--- config.mk ---
export PLATFORM = sky130hd
export DESIGN_NAME = bb3_lane
export DESIGN_NICKNAME = d
export VERILOG_FILES = /design/src/design/box_blur_3x3_edge_aware_assert.svh /design/src/design/bb3_pkg.sv /design/src/design/bb3_lane.sv
export SDC_FILE = /design/constraint.sdc
export NUM_CORES = 1
export LEC_CHECK = 0
export BUFFER_PORTS_ARGS = -buffer_cell sky130_fd_sc_hd__buf_4
export CAP_MARGIN = 20
export CELL_PAD_IN_SITES_DETAIL_PLACEMENT = 0
export CELL_PAD_IN_SITES_GLOBAL_PLACEMENT = 2
export CORE_AREA = 2 2 140 142
export DETAILED_ROUTE_END_ITERATION = 10
export DIE_AREA = 0 0 142 144
export GPL_TIMING_DRIVEN = 1
export PLACE_DENSITY_LB_ADDON = 0.1
export SLEW_MARGIN = 20
export SYNTH_ARGS = -nofsm -noshare
export SYNTH_HDL_FRONTEND = slang
export SYNTH_SLANG_ARGS = --single-unit
--- constraint.sdc ---
create_clock -name clk -period 17.05 [get_ports clk]
set_input_delay 0.8525 -clock clk [delete_from_list [all_inputs] [get_ports clk]]
set_output_delay 0.8525 -clock clk [all_outputs]
set_load 0.02 [all_outputs]
--- src/design/box_blur_3x3_edge_aware_assert.svh ---
// Assertion macros for the box blur block.
`ifndef BOX_BLUR_3X3_EDGE_AWARE_ASSERT_SVH
`define BOX_BLUR_3X3_EDGE_AWARE_ASSERT_SVH

// Condition holds at every edge out of reset.
`define BB3_ASSERT_ALWAYS(lbl, expr, msg) \
    lbl: assert property (@(posedge clk) disable iff (!rst_n) (expr)) else $error(msg);

// Same-cycle implication.
`define BB3_ASSERT_IMPLY(lbl, ante, cons, msg) \
    lbl: assert property (@(posedge clk) disable iff (!rst_n) (ante) |-> (cons)) \
        else $error(msg);

// Next-cycle implication.
`define BB3_ASSERT_NEXT(lbl, ante, cons, msg) \
    lbl: assert property (@(posedge clk) disable iff (!rst_n) (ante) |=> (cons)) \
        else $error(msg);

`endif

--- src/design/bb3_pkg.sv ---
// Shared types, constants and helpers for the box blur block.
package bb3_pkg;

    localparam int MAX_WIDTH  = 1024;
    localparam int MAX_HEIGHT = 4096;

    localparam int FW_W       = 11;
    localparam int FH_W       = 13;
    localparam int CFG_DATA_W = 13;
    localparam int CFG_IDX_W  = 2;

    localparam int COL_W  = (MAX_WIDTH > 1) ? $clog2(MAX_WIDTH) : 1;
    localparam int WID_W  = $clog2(MAX_WIDTH + 1);
    localparam int HGT_W  = $clog2(MAX_HEIGHT + 1);
    localparam int IROW_W = $clog2(MAX_HEIGHT + 2);
    localparam int OROW_W = (MAX_HEIGHT > 1) ? $clog2(MAX_HEIGHT) : 1;

    localparam int CH_W   = 8;
    localparam int PIX_W  = 3 * CH_W;
    localparam int CNT_W  = 4;
    localparam int SUM_W  = CH_W + 4;
    localparam int NUM_W  = SUM_W + 1;
    localparam int RCP_SHIFT = 18;
    localparam int RCP_W  = 18;
    localparam int PROD_W = NUM_W + RCP_W;

    // ceil(2^RCP_SHIFT / (2*count)), exact floor for every numerator in range
    localparam int RCP_1 = (2**RCP_SHIFT + 1) / 2;
    localparam int RCP_2 = (2**RCP_SHIFT + 3) / 4;
    localparam int RCP_3 = (2**RCP_SHIFT + 5) / 6;
    localparam int RCP_4 = (2**RCP_SHIFT + 7) / 8;
    localparam int RCP_6 = (2**RCP_SHIFT + 11) / 12;
    localparam int RCP_9 = (2**RCP_SHIFT + 17) / 18;

    localparam logic [CFG_IDX_W-1:0] REG_FRAME_WIDTH  = CFG_IDX_W'(0);
    localparam logic [CFG_IDX_W-1:0] REG_FRAME_HEIGHT = CFG_IDX_W'(1);

    localparam logic KIND_PIXEL = 1'b0;
    localparam logic KIND_DRAIN = 1'b1;

    typedef struct packed {
        logic            kind;
        logic [CH_W-1:0] red_in;
        logic [CH_W-1:0] green_in;
        logic [CH_W-1:0] blue_in;
    } bb3_in_t;

    typedef struct packed {
        logic [CH_W-1:0] red_out;
        logic [CH_W-1:0] green_out;
        logic [CH_W-1:0] blue_out;
        logic            frame_end;
    } bb3_out_t;

    typedef logic [2:0][2:0][PIX_W-1:0] bb3_taps_t;
    typedef logic [2:0][2:0][CH_W-1:0]  bb3_chan_t;

    typedef struct packed {
        logic             shift;
        logic [COL_W-1:0] col;
        logic [PIX_W-1:0] px;
        logic [2:0]       row_ok;
        logic [2:0]       col_ok;
    } bb3_win_ctrl_t;

    typedef struct packed {
        logic             sum_en;
        logic             mul_en;
        logic [CNT_W-1:0] count;
    } bb3_lane_ctrl_t;

    typedef enum logic [2:0] {
        ST_IDLE,
        ST_SHIFT,
        ST_SUM,
        ST_MUL,
        ST_PUSH
    } bb3_state_t;

    function automatic logic [RCP_W-1:0] bb3_recip(input logic [CNT_W-1:0] cnt);
        logic [RCP_W-1:0] r;
        case (cnt)
            CNT_W'(1): r = RCP_W'(RCP_1);
            CNT_W'(2): r = RCP_W'(RCP_2);
            CNT_W'(3): r = RCP_W'(RCP_3);
            CNT_W'(4): r = RCP_W'(RCP_4);
            CNT_W'(6): r = RCP_W'(RCP_6);
            CNT_W'(9): r = RCP_W'(RCP_9);
            default:   r = '0;
        endcase
        return r;
    endfunction

endpackage

--- src/design/bb3_lane.sv ---
// One color lane: neighborhood sum and rounded mean by reciprocal multiply.
module bb3_lane import bb3_pkg::*; (
    input  logic            clk,
    input  bb3_lane_ctrl_t  ctrl,
    input  bb3_chan_t       vals,
    output logic [CH_W-1:0] mean
);

    logic [SUM_W-1:0]  row_sum [3];
    logic [SUM_W-1:0]  total;
    logic [NUM_W-1:0]  num_reg;
    logic [NUM_W-1:0]  num_next;
    logic [PROD_W-1:0] prod_reg;
    logic [PROD_W-1:0] prod_next;

    always_comb
    begin
        for (int r = 0; r < 3; r++)
        begin
            row_sum[r] = SUM_W'(vals[r][0]) + SUM_W'(vals[r][1]) + SUM_W'(vals[r][2]);
        end
        total     = row_sum[0] + row_sum[1] + row_sum[2];
        num_next  = {total, 1'b0} + NUM_W'(ctrl.count);
        prod_next = PROD_W'(num_reg) * PROD_W'(bb3_recip(ctrl.count));
    end

    always_ff @(posedge clk)
    begin
        if (ctrl.sum_en)
        begin
            num_reg <= num_next;
        end
        if (ctrl.mul_en)
        begin
            prod_reg <= prod_next;
        end
    end

    assign mean = prod_reg[RCP_SHIFT +: CH_W];

endmodule

==> metrics.cfg <==
[placed_design]
post-dp-hpwl_um=17800
numPortBuffers=86
routabilityCongestion=0.934

[worst_setup_path]
critPathRequiredTime_ps=17070
timing.rr.start=num_reg[1]
reg2reg_depth=16
crit-reg2reg-capture=prod_reg[22]
data_arrival_at_the_endpoint_of_the_critical_path_ps=6710
type_of_destination_of_the_critical_path=flip-flop
critical_path.slowest_cell=nor2_1
critical_path_class=in2reg
timing.critical_path.slowest_cell_delay_ps=780
crit_path_cell_trace=buf_4 -> nand2b_1 -> nor2_1 -> nand2_1 -> inv_1 -> fa_1 -> fa_1 -> fa_1 -> fa_1 -> inv_1 -> fa_1 -> inv_1 -> ha_1 -> a2111oi_0 -> o21ai_0 -> o21a_1 -> a21oi_2 -> o21ai_0 -> xnor2_1
timing.critical_path.from_type=input port
reg2reg_slack_ps=11560
worstPathMaxFanout=15
crit_path_frequent_cell=fa_1

[global_routing]
globalRouteTotalUtil_pct=20.8
grt_max_degree=17
grt_overflow_total=0
grt_pass1_vias=6231
antenna_found_initial=0
grt_first_pass_wirelength_um=32500

[pwr]
p_clk_share_pct=4.9
power_frac_seq_pct=14.2
worst_voltage_drop_across_the_vdd_grid_mv=0.122
cell_pwr_density_mw_per_mm2=120
cellLeakagePower_nw=4.61
power.internal_mw=0.533
p_sw_mw=0.548
fin_total_pwr_mw=1.08
combinationalPowerShare_pct=81.0
power.share.switching_pct=50.7

[clock_tree]
h-tree-depth=1
post-cts-setup-buffers=0
clock_tree_buf_depth=2
clk_pin_slew_ps=60
cts_hold_repair.buffers=0
numCtsBuffers=3
cts_tree=yes
cts_root_buf=clkbuf_16
cts_num_sinks=21
post_cts_sizing_count=0
worstSkewPairLatency_ps=260

[run]
maximum_capacitance_violations=0

[synth]
post_synth_and_or_nand_nor_area_fraction_pct=10.0
post_synth_fa_ha_maj_area_fraction_pct=61.8
netlist_instances=778
muxShareOfSynthArea_pct=0
synth_fp_nets=1129
number_of_synthesized_flops_with_an_enable_pin=21
synth-xor-area-share_pct=3.29
yosysUniqueCellTypes=48
postSynthRegisterBits=21
post_synthesis_cell_area_sq_mm=0.00798
synthFlopType=edfxtp_1
synthArstFlopShare_pct=0
synth-seq-area-share_pct=7.90
synth_compound_area_share_pct=5.61
synth_top_family_by_area=adder cells
syn-mean-instance-area_sq_um=10.3
synthesis.yosys.warnings=0

[route]
final_antenna_violating_net_count=0
via_count=5339
vias_per_cell=4.86
drc=0
route.final.wire_length_um=18900
routedWlPerCell_um=17.2
initialDrtViolationCount=236
detailedRoute.firstPassIterationCount=4

[cells_and_area]
nFillCells=1877
insertedDiodeCount=0
area_growth_syn_to_layout_pct=12.5
largest_register_ff_count=13
drive_gt1_share_pct=12.0
layout.nets=1212

[min_path]
timing.hold.worst.start=ctrl[0]
worstHoldPathType=in2reg
whs_endpoint=num_reg[0]
min_delay_path_depth=1

[die]
boundaryPins=87
placeableCoreArea_sq_mm=0.0191
core.rowCount=51
die_width_um=142
initial_core_utilization_pct=41.8
die_area_sq_mm=0.0204
chipHeight_um=144

[timing]
timing.max_slew.rel_slack_pct=33.2
hold_violations=0
worst_clock_skew_ps=6.24
worstMarginPinSlew_ps=1000
timing.final.crit_period_ps=6690
timing.final.crit_share_pct=39.3
final-setup-viol-count=0
final_max_slew_viol_count=0
fin_setup_tns_ps=0
max_clock_freq_mhz=149
rsz0062_at_grt=false

[status]
status=finished, final reports clean

[synthesized netlist by cell type (all sizes together) (2+ instances only)]
master / number / area share [%]
inv: 233 / 11
fa: 204 / 51
ha: 68 / 11
nand2: 60 / 2.8
and2: 41 / 3.2
xnor2: 22 / 2.4
edfxtp: 21 / 7.9
a21oi: 18 / 1.2
nor2: 14 / 0.66
o21ai: 12 / 0.75
clkbuf: 8 / 0.39
xor2: 8 / 0.88
a211oi: 7 / 0.66
nand3: 7 / 0.44
a21o: 6 / 0.56
nand2b: 6 / 0.47
nand4: 5 / 0.39
o21a: 3 / 0.28
o21bai: 3 / 0.28
or2: 3 / 0.24
a2111oi: 2 / 0.22
a31oi: 2 / 0.16
nor4b: 2 / 0.49
o211ai: 2 / 0.25
or3: 2 / 0.16
[cells in the final DEF (no fill, tap or decap), types with 7 or more instances in the layout]
master / count
inv_1: 233
edfxtp_1: 21
nor2_1: 14
a211oi_1: 7
buf_4: 86
nand3_1: 7
and2_1: 41
fa_1: 204
a21oi_1: 17
xnor2_1: 22
nand2_1: 60
xor2_1: 8
ha_1: 68
o21ai_0: 12
[cell type report]
class	count	area, sq um	share of cell area, %
clock buffer	3	75.1	0.836
clock inverter	1	7.51	0.0836
inverter	233	875	9.74
multi-input combinational	516	6450	71.8
sequential	21	631	7.02
tap	238	298	3.32
timing repair buffer	86	646	7.19
[cell families after synthesis]
kind of cell	after synthesis
fa+ha+maj	272
buf+inv	241
simple gates	149
compound gates	65
xor+xnor	30
flops	21
[power groups by stage]
stage,combinational [mW],clock (mW),sequential [mW]
floorplan,0.671,0,0.144
global placement,0.879,0,0.153
detailed placement,0.885,0,0.153
CTS,0.891,0.0540,0.152
global route,1.02,0.0549,0.156
finish,0.875,0.0525,0.153
[per-stage QoR]
stage	std cells	setup slack [ps]	hold slack, ps	utilization (%)	instance area (sq um)
floorplan	778	11010	893	-	7980
global placement	1094	10110	1100	46.6	8890
detailed placement	1094	10100	1100	46.6	8890
CTS	1098	10350	828	47.1	8980
global route	1098	10010	840	47.1	8980
finish	1098	10360	835	47.1	8980
[critical path: cells and delay by family]
family | cells | cell delay (ps)
xor+xnor | 1 | 140
compound gates | 5 | 1190
fa+ha+maj | 6 | 2790
simple gates | 3 | 1330
buf+inv | 4 | 390
[how the worst max path moves through the flow]
stage / depth (start not counted) / startpoint / to / slack [ps]
after floorplan: 19 / ctrl[1] / prod_reg[21] / 11010
after global placement: 18 / ctrl[1] / prod_reg[24] / 10110
after detailed placement: 19 / ctrl[1] / prod_reg[21] / 10100
after CTS: 18 / ctrl[3] / prod_reg[24] / 10350
after global routing: 18 / ctrl[3] / prod_reg[24] / 10010
final: 19 / ctrl[3] / prod_reg[22] / 10360
[metal layers]
layer	share of wire, %	vias up	wire length [um]	track usage [%]
met5	0	-	0	0
met3	3.7	15	699	2.12
li1	-	2485	-	-
met2	50	102	9350	36.0
met1	45	2737	8530	28.9
met4	1.5	0	292	3.89
Power figures use the tool's default switching activity.
